$ cat config.mk
export PLATFORM = sky130hd
export DESIGN_NAME = triangle_coverage_rasterizer_unit
export DESIGN_NICKNAME = d
export VERILOG_FILES = /design/src/design/trc_pkg.sv /design/src/design/trc_edge_unit.sv /design/src/design/trc_seq.sv /design/src/design/triangle_coverage_rasterizer_unit.sv
export SDC_FILE = /design/constraint.sdc
export NUM_CORES = 2
export LEC_CHECK = 0
export BUFFER_PORTS_ARGS = -buffer_cell sky130_fd_sc_hd__buf_4
export CAP_MARGIN = 5
export CORE_ASPECT_RATIO = 0.5
export CORE_MARGIN = 5
export CORE_UTILIZATION = 40
export DETAILED_ROUTE_END_ITERATION = 12
export GPL_TIMING_DRIVEN = 0
export PLACE_DENSITY_LB_ADDON = 0.1
export SETUP_SLACK_MARGIN = 0.02
export SLEW_MARGIN = 20
export SYNTH_ARGS = -nofsm -noshare
export SYNTH_HDL_FRONTEND = slang
export SYNTH_HIERARCHICAL = 1
export SYNTH_SLANG_ARGS = --single-unit
$ cat constraint.sdc
create_clock -name clk -period 15.97 [get_ports clk]
set_input_delay 2.3955 -clock clk [delete_from_list [all_inputs] [get_ports clk]]
set_output_delay 2.3955 -clock clk [all_outputs]
set_load 0.005 [all_outputs]
$ cat src/design/trc_pkg.sv
`timescale 1ns / 1ps
`default_nettype none

package trc_pkg;

  localparam int CW    = 10;            // vertex coordinate width
  localparam int DW    = CW + 1;        // signed coordinate difference
  localparam int PW    = 2 * DW;        // product of two differences
  localparam int EW    = PW + 4;        // edge function accumulator
  localparam int ROW_W = 6;
  localparam int MASK_W = 64;

  typedef logic [CW-1:0]           coord_t;
  typedef logic signed [DW-1:0]    diff_t;
  typedef logic signed [PW-1:0]    prod_t;
  typedef logic signed [EW-1:0]    edge_t;
  typedef logic [ROW_W-1:0]        row_t;
  typedef logic [MASK_W-1:0]       mask_t;

  typedef struct packed {
    coord_t ax;
    coord_t ay;
    coord_t bx;
    coord_t by;
    coord_t cx;
    coord_t cy;
  } vtx_t;

  // setup products, one per cycle through the shared multiplier
  typedef enum logic [2:0] {
    MAC_D_POS,
    MAC_D_NEG,
    MAC_E1_POS,
    MAC_E1_NEG,
    MAC_E2_POS,
    MAC_E2_NEG
  } mac_op_t;

  typedef enum logic [2:0] {
    S_IDLE,
    S_BOX,
    S_MAC,
    S_SCAN,
    S_EMIT
  } seq_state_t;

  typedef struct packed {
    logic    mac_en;
    mac_op_t mac_op;
    logic    step_x;
    logic    next_row;
  } edge_ctl_t;

  typedef struct packed {
    row_t  row_index;
    mask_t coverage_mask;
    logic  row_present;
    logic  last_row;
  } row_res_t;

  function automatic diff_t coord_diff(input coord_t a, input coord_t b);
    coord_diff = $signed({1'b0, a}) - $signed({1'b0, b});
  endfunction

  function automatic edge_t diff_ext(input diff_t d);
    diff_ext = {{(EW-DW){d[DW-1]}}, d};
  endfunction

  function automatic edge_t prod_ext(input prod_t p);
    prod_ext = {{(EW-PW){p[PW-1]}}, p};
  endfunction

  // edge term lies on the same side as the doubled area, or on the edge
  function automatic logic same_side(input edge_t e, input edge_t d);
    if (!d[EW-1] && (d != '0)) begin
      same_side = !e[EW-1];
    end else begin
      same_side = e[EW-1] || (e == '0);
    end
  endfunction

endpackage

`default_nettype wire

$ cat src/design/trc_edge_unit.sv
`timescale 1ns / 1ps
`default_nettype none

module trc_edge_unit import trc_pkg::*; #(
  parameter int FRACTION_BITS = 4
) (
  input  wire logic      clk,
  input  wire vtx_t      vtx,
  input  wire coord_t    px0,
  input  wire coord_t    py0,
  input  wire edge_ctl_t ctl,
  output logic           covered
);

  diff_t d_bxax, d_byay, d_cxax, d_cyay, d_cxbx, d_cyby;
  diff_t d_pxax, d_pyay, d_pxbx, d_pyby;
  diff_t op_a, op_b;
  prod_t prod;
  edge_t prod_e;
  edge_t sx1, sx2, sy1, sy2;
  edge_t d_r, e1_r, e2_r, re1_r, re2_r;
  edge_t d_nxt, e1_nxt, e2_nxt, re1_nxt, re2_nxt;
  edge_t e3;

  assign d_bxax = coord_diff(vtx.bx, vtx.ax);
  assign d_byay = coord_diff(vtx.by, vtx.ay);
  assign d_cxax = coord_diff(vtx.cx, vtx.ax);
  assign d_cyay = coord_diff(vtx.cy, vtx.ay);
  assign d_cxbx = coord_diff(vtx.cx, vtx.bx);
  assign d_cyby = coord_diff(vtx.cy, vtx.by);
  assign d_pxax = coord_diff(px0, vtx.ax);
  assign d_pyay = coord_diff(py0, vtx.ay);
  assign d_pxbx = coord_diff(px0, vtx.bx);
  assign d_pyby = coord_diff(py0, vtx.by);

  // per-sample steps: one column right, one row down
  assign sx1 = diff_ext(d_byay) <<< FRACTION_BITS;
  assign sx2 = diff_ext(d_cyby) <<< FRACTION_BITS;
  assign sy1 = diff_ext(d_bxax) <<< FRACTION_BITS;
  assign sy2 = diff_ext(d_cxbx) <<< FRACTION_BITS;

  always_comb begin
    case (ctl.mac_op)
      MAC_D_POS: begin
        op_a = d_cxax;
        op_b = d_byay;
      end
      MAC_D_NEG: begin
        op_a = d_cyay;
        op_b = d_bxax;
      end
      MAC_E1_POS: begin
        op_a = d_pxax;
        op_b = d_byay;
      end
      MAC_E1_NEG: begin
        op_a = d_pyay;
        op_b = d_bxax;
      end
      MAC_E2_POS: begin
        op_a = d_pxbx;
        op_b = d_cyby;
      end
      MAC_E2_NEG: begin
        op_a = d_pyby;
        op_b = d_cxbx;
      end
      default: begin
        op_a = '0;
        op_b = '0;
      end
    endcase
  end

  assign prod   = op_a * op_b;
  assign prod_e = prod_ext(prod);

  always_comb begin
    d_nxt   = d_r;
    e1_nxt  = e1_r;
    e2_nxt  = e2_r;
    re1_nxt = re1_r;
    re2_nxt = re2_r;
    if (ctl.mac_en) begin
      case (ctl.mac_op)
        MAC_D_POS:  d_nxt = prod_e;
        MAC_D_NEG:  d_nxt = d_r - prod_e;
        MAC_E1_POS: e1_nxt = prod_e;
        MAC_E1_NEG: begin
          e1_nxt  = e1_r - prod_e;
          re1_nxt = e1_r - prod_e;
        end
        MAC_E2_POS: e2_nxt = prod_e;
        MAC_E2_NEG: begin
          e2_nxt  = e2_r - prod_e;
          re2_nxt = e2_r - prod_e;
        end
        default: ;
      endcase
    end else if (ctl.step_x) begin
      e1_nxt = e1_r + sx1;
      e2_nxt = e2_r + sx2;
    end else if (ctl.next_row) begin
      // back to the first box column on the next row
      re1_nxt = re1_r - sy1;
      re2_nxt = re2_r - sy2;
      e1_nxt  = re1_r - sy1;
      e2_nxt  = re2_r - sy2;
    end
  end

  always_ff @(posedge clk) begin
    d_r   <= d_nxt;
    e1_r  <= e1_nxt;
    e2_r  <= e2_nxt;
    re1_r <= re1_nxt;
    re2_r <= re2_nxt;
  end

  assign e3      = d_r - e1_r - e2_r;
  assign covered = (d_r != '0) && same_side(e1_r, d_r) && same_side(e2_r, d_r) &&
                   same_side(e3, d_r);

endmodule

`default_nettype wire

$ cat src/design/trc_seq.sv
`timescale 1ns / 1ps
`default_nettype none

module trc_seq import trc_pkg::*; #(
  parameter int TILE_SIZE     = 64,
  parameter int FRACTION_BITS = 4
) (
  input  wire logic clk,
  input  wire logic rst_n,
  input  wire logic in_valid,
  output logic      in_stall,
  input  wire vtx_t in_vtx,
  output vtx_t      vtx,
  output coord_t    px0,
  output coord_t    py0,
  output edge_ctl_t ctl,
  input  wire logic covered,
  output logic      res_valid,
  output row_res_t  res,
  input  wire logic res_ready
);

  seq_state_t state_r, state_nxt;
  vtx_t       vtx_r, vtx_nxt;
  coord_t     px0_r, px0_nxt, py0_r, py0_nxt;
  row_t       xlo_r, xlo_nxt, ylo_r, ylo_nxt;
  row_t       xlast_r, xlast_nxt, ylast_r, ylast_nxt;
  row_t       x_r, x_nxt, y_r, y_nxt;
  mask_t      mask_r, mask_nxt;
  logic       empty_r, empty_nxt;
  mac_op_t    mac_op_r, mac_op_nxt;

  coord_t minx, maxx, miny, maxy;
  coord_t xlo_c, ylo_c, xhi_c, yhi_c, xhi_clip, yhi_clip;
  logic   box_empty;

  always_comb begin
    minx = (vtx_r.ax < vtx_r.bx) ? vtx_r.ax : vtx_r.bx;
    minx = (minx < vtx_r.cx) ? minx : vtx_r.cx;
    maxx = (vtx_r.ax > vtx_r.bx) ? vtx_r.ax : vtx_r.bx;
    maxx = (maxx > vtx_r.cx) ? maxx : vtx_r.cx;
    miny = (vtx_r.ay < vtx_r.by) ? vtx_r.ay : vtx_r.by;
    miny = (miny < vtx_r.cy) ? miny : vtx_r.cy;
    maxy = (vtx_r.ay > vtx_r.by) ? vtx_r.ay : vtx_r.by;
    maxy = (maxy > vtx_r.cy) ? maxy : vtx_r.cy;
  end

  assign xlo_c    = minx >> FRACTION_BITS;
  assign ylo_c    = miny >> FRACTION_BITS;
  assign xhi_c    = maxx >> FRACTION_BITS;
  assign yhi_c    = maxy >> FRACTION_BITS;
  assign xhi_clip = (xhi_c > CW'(TILE_SIZE)) ? CW'(TILE_SIZE) : xhi_c;
  assign yhi_clip = (yhi_c > CW'(TILE_SIZE)) ? CW'(TILE_SIZE) : yhi_c;
  assign box_empty = (xlo_c >= xhi_clip) || (ylo_c >= yhi_clip);

  assign vtx = vtx_r;
  assign px0 = px0_r;
  assign py0 = py0_r;

  always_comb begin
    res.row_index     = empty_r ? '0 : y_r;
    res.coverage_mask = empty_r ? '0 : mask_r;
    res.row_present   = !empty_r;
    res.last_row      = empty_r || (y_r == ylast_r);
  end

  always_comb begin
    state_nxt  = state_r;
    vtx_nxt    = vtx_r;
    px0_nxt    = px0_r;
    py0_nxt    = py0_r;
    xlo_nxt    = xlo_r;
    ylo_nxt    = ylo_r;
    xlast_nxt  = xlast_r;
    ylast_nxt  = ylast_r;
    x_nxt      = x_r;
    y_nxt      = y_r;
    mask_nxt   = mask_r;
    empty_nxt  = empty_r;
    mac_op_nxt = mac_op_r;
    ctl        = '{mac_en: 1'b0, mac_op: mac_op_r, step_x: 1'b0, next_row: 1'b0};
    in_stall   = (state_r != S_IDLE);
    res_valid  = (state_r == S_EMIT);
    case (state_r)
      S_IDLE: begin
        if (in_valid) begin
          vtx_nxt   = in_vtx;
          state_nxt = S_BOX;
        end
      end
      S_BOX: begin
        px0_nxt    = CW'(xlo_c << FRACTION_BITS);
        py0_nxt    = CW'(ylo_c << FRACTION_BITS);
        xlo_nxt    = xlo_c[ROW_W-1:0];
        ylo_nxt    = ylo_c[ROW_W-1:0];
        xlast_nxt  = ROW_W'(xhi_clip - CW'(1));
        ylast_nxt  = ROW_W'(yhi_clip - CW'(1));
        empty_nxt  = box_empty;
        mac_op_nxt = MAC_D_POS;
        state_nxt  = box_empty ? S_EMIT : S_MAC;
      end
      S_MAC: begin
        ctl.mac_en = 1'b1;
        if (mac_op_r == MAC_E2_NEG) begin
          x_nxt     = xlo_r;
          y_nxt     = ylo_r;
          mask_nxt  = '0;
          state_nxt = S_SCAN;
        end else begin
          mac_op_nxt = mac_op_t'(mac_op_r + 3'd1);
        end
      end
      S_SCAN: begin
        mask_nxt[x_r] = covered;
        if (x_r == xlast_r) begin
          state_nxt = S_EMIT;
        end else begin
          ctl.step_x = 1'b1;
          x_nxt      = x_r + ROW_W'(1);
        end
      end
      S_EMIT: begin
        if (res_ready) begin
          if (res.last_row) begin
            state_nxt = S_IDLE;
          end else begin
            ctl.next_row = 1'b1;
            y_nxt        = y_r + ROW_W'(1);
            x_nxt        = xlo_r;
            mask_nxt     = '0;
            state_nxt    = S_SCAN;
          end
        end
      end
      default: state_nxt = S_IDLE;
    endcase
  end

  always_ff @(posedge clk) begin
    if (!rst_n) begin
      state_r <= S_IDLE;
    end else begin
      state_r <= state_nxt;
    end
  end

  always_ff @(posedge clk) begin
    vtx_r    <= vtx_nxt;
    px0_r    <= px0_nxt;
    py0_r    <= py0_nxt;
    xlo_r    <= xlo_nxt;
    ylo_r    <= ylo_nxt;
    xlast_r  <= xlast_nxt;
    ylast_r  <= ylast_nxt;
    x_r      <= x_nxt;
    y_r      <= y_nxt;
    mask_r   <= mask_nxt;
    empty_r  <= empty_nxt;
    mac_op_r <= mac_op_nxt;
  end

endmodule

`default_nettype wire

$ cat src/design/triangle_coverage_rasterizer_unit.sv
// channel   direction  handshake            payload
// in_       input      in_valid / in_stall  three vertices, 10-bit Q6.4 x and y each
// out_      output     out_valid/out_stall  row index, 64-bit coverage mask, row present, last
//
// the unit takes no new triangle until the last row of the current one is handed off,
// also when the bounding box is empty
// six setup products go through one multiplier, then one sample per cycle is tested
// by stepping the edge terms; each row then hands off its mask
// reset is synchronous, active low; out_stall holds the row in the output register
// and the sequencer keeps the next row until the register frees
`timescale 1ns / 1ps
`default_nettype none

module triangle_coverage_rasterizer_unit import trc_pkg::*; #(
  parameter int TILE_SIZE     = 64,
  parameter int FRACTION_BITS = 4
) (
  input  wire logic              clk,
  input  wire logic              rst_n,
  input  wire logic              in_valid,
  output logic                   in_stall,
  input  wire logic [CW-1:0]     in_first_x,
  input  wire logic [CW-1:0]     in_first_y,
  input  wire logic [CW-1:0]     in_second_x,
  input  wire logic [CW-1:0]     in_second_y,
  input  wire logic [CW-1:0]     in_third_x,
  input  wire logic [CW-1:0]     in_third_y,
  output logic                   out_valid,
  input  wire logic              out_stall,
  output logic [ROW_W-1:0]       out_row_index,
  output logic [MASK_W-1:0]      out_coverage_mask,
  output logic                   out_row_present,
  output logic                   out_last_row
);

  vtx_t      in_vtx, vtx;
  coord_t    px0, py0;
  edge_ctl_t ctl;
  logic      covered;
  logic      res_valid, res_ready;
  row_res_t  res;
  logic      out_valid_r, out_valid_nxt;
  row_res_t  out_res_r;

  assign in_vtx = '{ax: in_first_x,  ay: in_first_y,
                    bx: in_second_x, by: in_second_y,
                    cx: in_third_x,  cy: in_third_y};

  trc_seq #(
    .TILE_SIZE     (TILE_SIZE),
    .FRACTION_BITS (FRACTION_BITS)
  ) u_seq (
    .clk       (clk),
    .rst_n     (rst_n),
    .in_valid  (in_valid),
    .in_stall  (in_stall),
    .in_vtx    (in_vtx),
    .vtx       (vtx),
    .px0       (px0),
    .py0       (py0),
    .ctl       (ctl),
    .covered   (covered),
    .res_valid (res_valid),
    .res       (res),
    .res_ready (res_ready)
  );

  trc_edge_unit #(
    .FRACTION_BITS (FRACTION_BITS)
  ) u_edge (
    .clk     (clk),
    .vtx     (vtx),
    .px0     (px0),
    .py0     (py0),
    .ctl     (ctl),
    .covered (covered)
  );

  // output register frees on the same edge its row transfers
  assign res_ready = !out_valid_r || !out_stall;

  always_comb begin
    out_valid_nxt = out_valid_r;
    if (res_valid && res_ready) begin
      out_valid_nxt = 1'b1;
    end else if (out_valid_r && !out_stall) begin
      out_valid_nxt = 1'b0;
    end
  end

  always_ff @(posedge clk) begin
    if (!rst_n) begin
      out_valid_r <= 1'b0;
    end else begin
      out_valid_r <= out_valid_nxt;
    end
  end

  always_ff @(posedge clk) begin
    if (res_valid && res_ready) begin
      out_res_r <= res;
    end
  end

  assign out_valid         = out_valid_r;
  assign out_row_index     = out_res_r.row_index;
  assign out_coverage_mask = out_res_r.coverage_mask;
  assign out_row_present   = out_res_r.row_present;
  assign out_last_row      = out_res_r.last_row;

  a_busy_after_input : assert property (@(posedge clk) disable iff (!rst_n)
    (in_valid && !in_stall) |=> in_stall)
    else $error("sequencer ready right after taking a triangle");

  a_empty_row_shape : assert property (@(posedge clk) disable iff (!rst_n)
    (out_valid && !out_row_present) |-> (out_last_row && (out_coverage_mask == '0)))
    else $error("empty-box result with mask bits or not last");

  a_no_overwrite : assert property (@(posedge clk) disable iff (!rst_n)
    (res_valid && out_valid_r && out_stall) |=>
      ($stable(out_coverage_mask) && $stable(out_row_index)))
    else $error("waiting row overwritten while stalled");

endmodule

`default_nettype wire
==> results.yml <==
run_status:
  outcome: "finished clean"
global_route:
  overflow: 0
  grt_pass1_wl_mm: 187
  grt_antenna_before_repair: 3
  grt_pass1_vias: 29200
  grt_util_all_layers: 0.255
  grt_start_max_net_pins: 59
final_layout:
  nets: 4808
  fill_cells: 8809
  syn2layout_area_growth_pct: 11.9
  final_layout_size_suffix_gt1_frac: 0.0772
  final_common_cell: "inv_1"
  most-common-layout-cells: "inv_1, edfxtp_1, ha_1, nand2_1, o21ai_0"
  diodes: 0
cts:
  cts.sinks: 370
  post_cts_buffers: 0
  cts_made_buffers: 41
  cts.hold.buffers_added: 0
  cts_tree: "yes"
  clock_latency_ns: 0.61
  root_buffer: "clkbuf_16"
  cts_resized: 0
  htreeDepth: 2
  clockBufferDepth: 3
  clk_pin_slew_ns: 0.06
logic_synthesis:
  synth_fa_ha_area_frac: 0.211
  syn_area_sq_um: 36300
  synth_top_family_by_area: "adder cells"
  syn_inst: 4027
  synthMuxAreaShare: 0.0159
  yosys.area.top_type_share: 0.303
  synth_edf_count: 366
  syn_area_per_cell_sq_um: 9.01
  ys_warn_count: 6
  seq_area_frac_synth: 0.305
  synth-compound-area-share: 0.191
  synth_xor_area_frac: 0.0686
  synth_ff_type: "edfxtp_1"
  synthDistinctLibCells: 106
  ys_ff_latch: 370
  synthSimpleGateAreaFrac: 0.146
  synth_top_area_cell: "edfxtp_1"
  synthArstFlopShare: 0
  ys_top_cells_by_area: "edfxtp_1, ha_1, fa_1, xnor2_1, inv_1"
detailed_routing:
  drt-total-wl_mm: 128
  ant_nets: 0
  via_per_inst: 5.73
  drt_iter0_drc: 3451
  drcViolationCount: 0
  routedWlPerCell_um: 23.5
  vias: 31300
  dr.pass1.iters: 5
timing:
  post-route-min-period_ns: 14.38
  slew_headroom: 0.175
  setup_viol: 0
  slew_viol_final: 0
  final_hold_viol_count: 0
  tightest_slew_ns: 1.23
  fin_setup_tns_ns: 0
  min_period_over_period: 0.901
  fin_worst_skew_ns: 0.0303
  rsz0062_at_grt: "no"
  max_freq_mhz: 69.5
worst_setup_path:
  worst-setup-path-type: "flip-flop to flip-flop"
  cpMaxStageDelayCell: "xor2_1"
  max_stage_delay_ns: 0.86
  path_buf_inv: 11
  reg2regPathDepth: 48
  critPathArrivalTime_ns: 14.73
  worstPathRequired_ns: 16.31
  r2r_start: "u_seq/mac_op_r[0]"
  crit_path_start_kind: "flip-flop"
  cp_max_fo: 10
  cp-end-kind: "flip-flop"
  r2r_end: "u_edge/re2_r[24]"
  crit_top_cell: "inv_1"
  path_delay_family: "compound AO/OA/AOI/OAI gates"
  rrSetupSlack_ns: 1.59
floorplan:
  num_rows: 78
  coreArea_sq_um: 90300
  die_x_um: 436
  start_util: 0.402
  die_area_sq_um: 97200
  die_y_um: 223
  io_pins: 138
hold_path:
  whs_endpoint: "out_valid"
  hp-start: "out_valid"
  whs_path_depth: 2
  holdCritPathClass: "flip-flop to flip-flop"
run:
  drv_cap: 0
placed_design:
  io_buffers: 137
  routabilityCongestion: 0.974
  hpwl_mm: 106
## stage by stage
stage / hold WS, ns / worst slack [ns] / instance area (sq um) / cells / util
after floorplan: 0.495 / 5.55 / 36300 / 4034 / -
after global placement: 0.516 / 1.82 / 38800 / 5371 / 0.430
after detailed placement: 0.519 / 2.13 / 39200 / 5389 / 0.435
after CTS: 0.532 / 2.08 / 40600 / 5464 / 0.450
after global routing: 0.582 / 1.00 / 40600 / 5464 / 0.450
final: 0.531 / 1.59 / 40600 / 5464 / 0.450
## tightest hold or removal path: cells and delay by family (launching register included)
kind / cells / cell delay, ns
AO/OA/AOI/OAI: 1 / 0.12
flip-flops: 1 / 0.32
AND/OR/NAND/NOR: 1 / 0.05
## layout make-up
cell class              count  area, sq um  area share
multi-input cells        3084        23100       0.569
flip-flops and latches    370        11100       0.273
inverters                 435         1630      0.0402
well taps                1200         1500      0.0370
repair buffers            155         1310      0.0324
clock buffers              49         1080      0.0265
plain buffers             145          613      0.0151
clock inverters            26          274     0.00675
## registers in the layout (all words and copies together) (netlist names), 3 cells and up
register	cells
u_seq/ylast_r	6
u_seq/xlo_r	6
u_seq/state_r	3
u_seq/y_r	6
out_row_index	6
u_seq/ylo_r	6
u_seq/mask_r	64
u_edge/e2_r	26
u_edge/d_r	26
u_edge/e1_r	26
out_coverage_mask	64
u_edge/re2_r	26
u_seq/mac_op_r	3
u_seq/vtx	60
u_seq/x_r	6
u_edge/re1_r	26
u_seq/xlast_r	6
## synth_stat cells, types with 21 or more instances
master and instances:
nor4_1 22, nand3_1 123, nor2b_1 120, a31oi_1 28, mux2i_1 36, nor3_1 44
clkbuf_1 114, inv_1 432, xor2_1 88, ha_1 357, a211oi_1 41, xnor2_1 196
o21bai_1 34, nand2_1 331, o21ai_0 319, edfxtp_1 366, or3_1 27, nand2b_1 58
fa_1 155, a21o_1 97, a21oi_1 320, a21boi_0 26, nor2_1 285, o21a_1 39
nand4_1 21
## cell families after synthesis
kind of cell | Yosys count
xor+xnor | 284
compound gates | 1100
flops | 370
simple gates | 1116
mux | 55
fa+ha+maj | 521
other cells | 1
buf+inv | 580
## layer usage
metal  GRT usage  vias to the layer above  share of wire  routed length, um
li1            -                    14600              -                  -
met4      0.0458                        2          0.018               2330
met5     0.00489                        -        0.00048                 62
met2       0.355                     1265           0.40              50800
met3      0.0532                      134           0.10              13100
met1       0.404                    15300           0.48              62000
## worst max path at each step
stage	from	end	cells after the start
5_1_grt	u_seq/mac_op_r[0]	u_edge/re2_r[22]	49
3_3_place_gp	u_seq/mac_op_r[0]	u_edge/re2_r[24]	48
4_1_cts	u_seq/mac_op_r[0]	u_edge/re2_r[22]	49
2_1_floorplan	u_seq/mac_op_r[1]	u_edge/e1_r[22]	48
6_report	u_seq/mac_op_r[0]	u_edge/re2_r[24]	48
3_5_place_dp	u_seq/mac_op_r[0]	u_edge/re2_r[22]	49
Power is left out: the tool's default activity adds up to more than one toggle a clock period on the data nets, which glitch-free logic cannot reach.
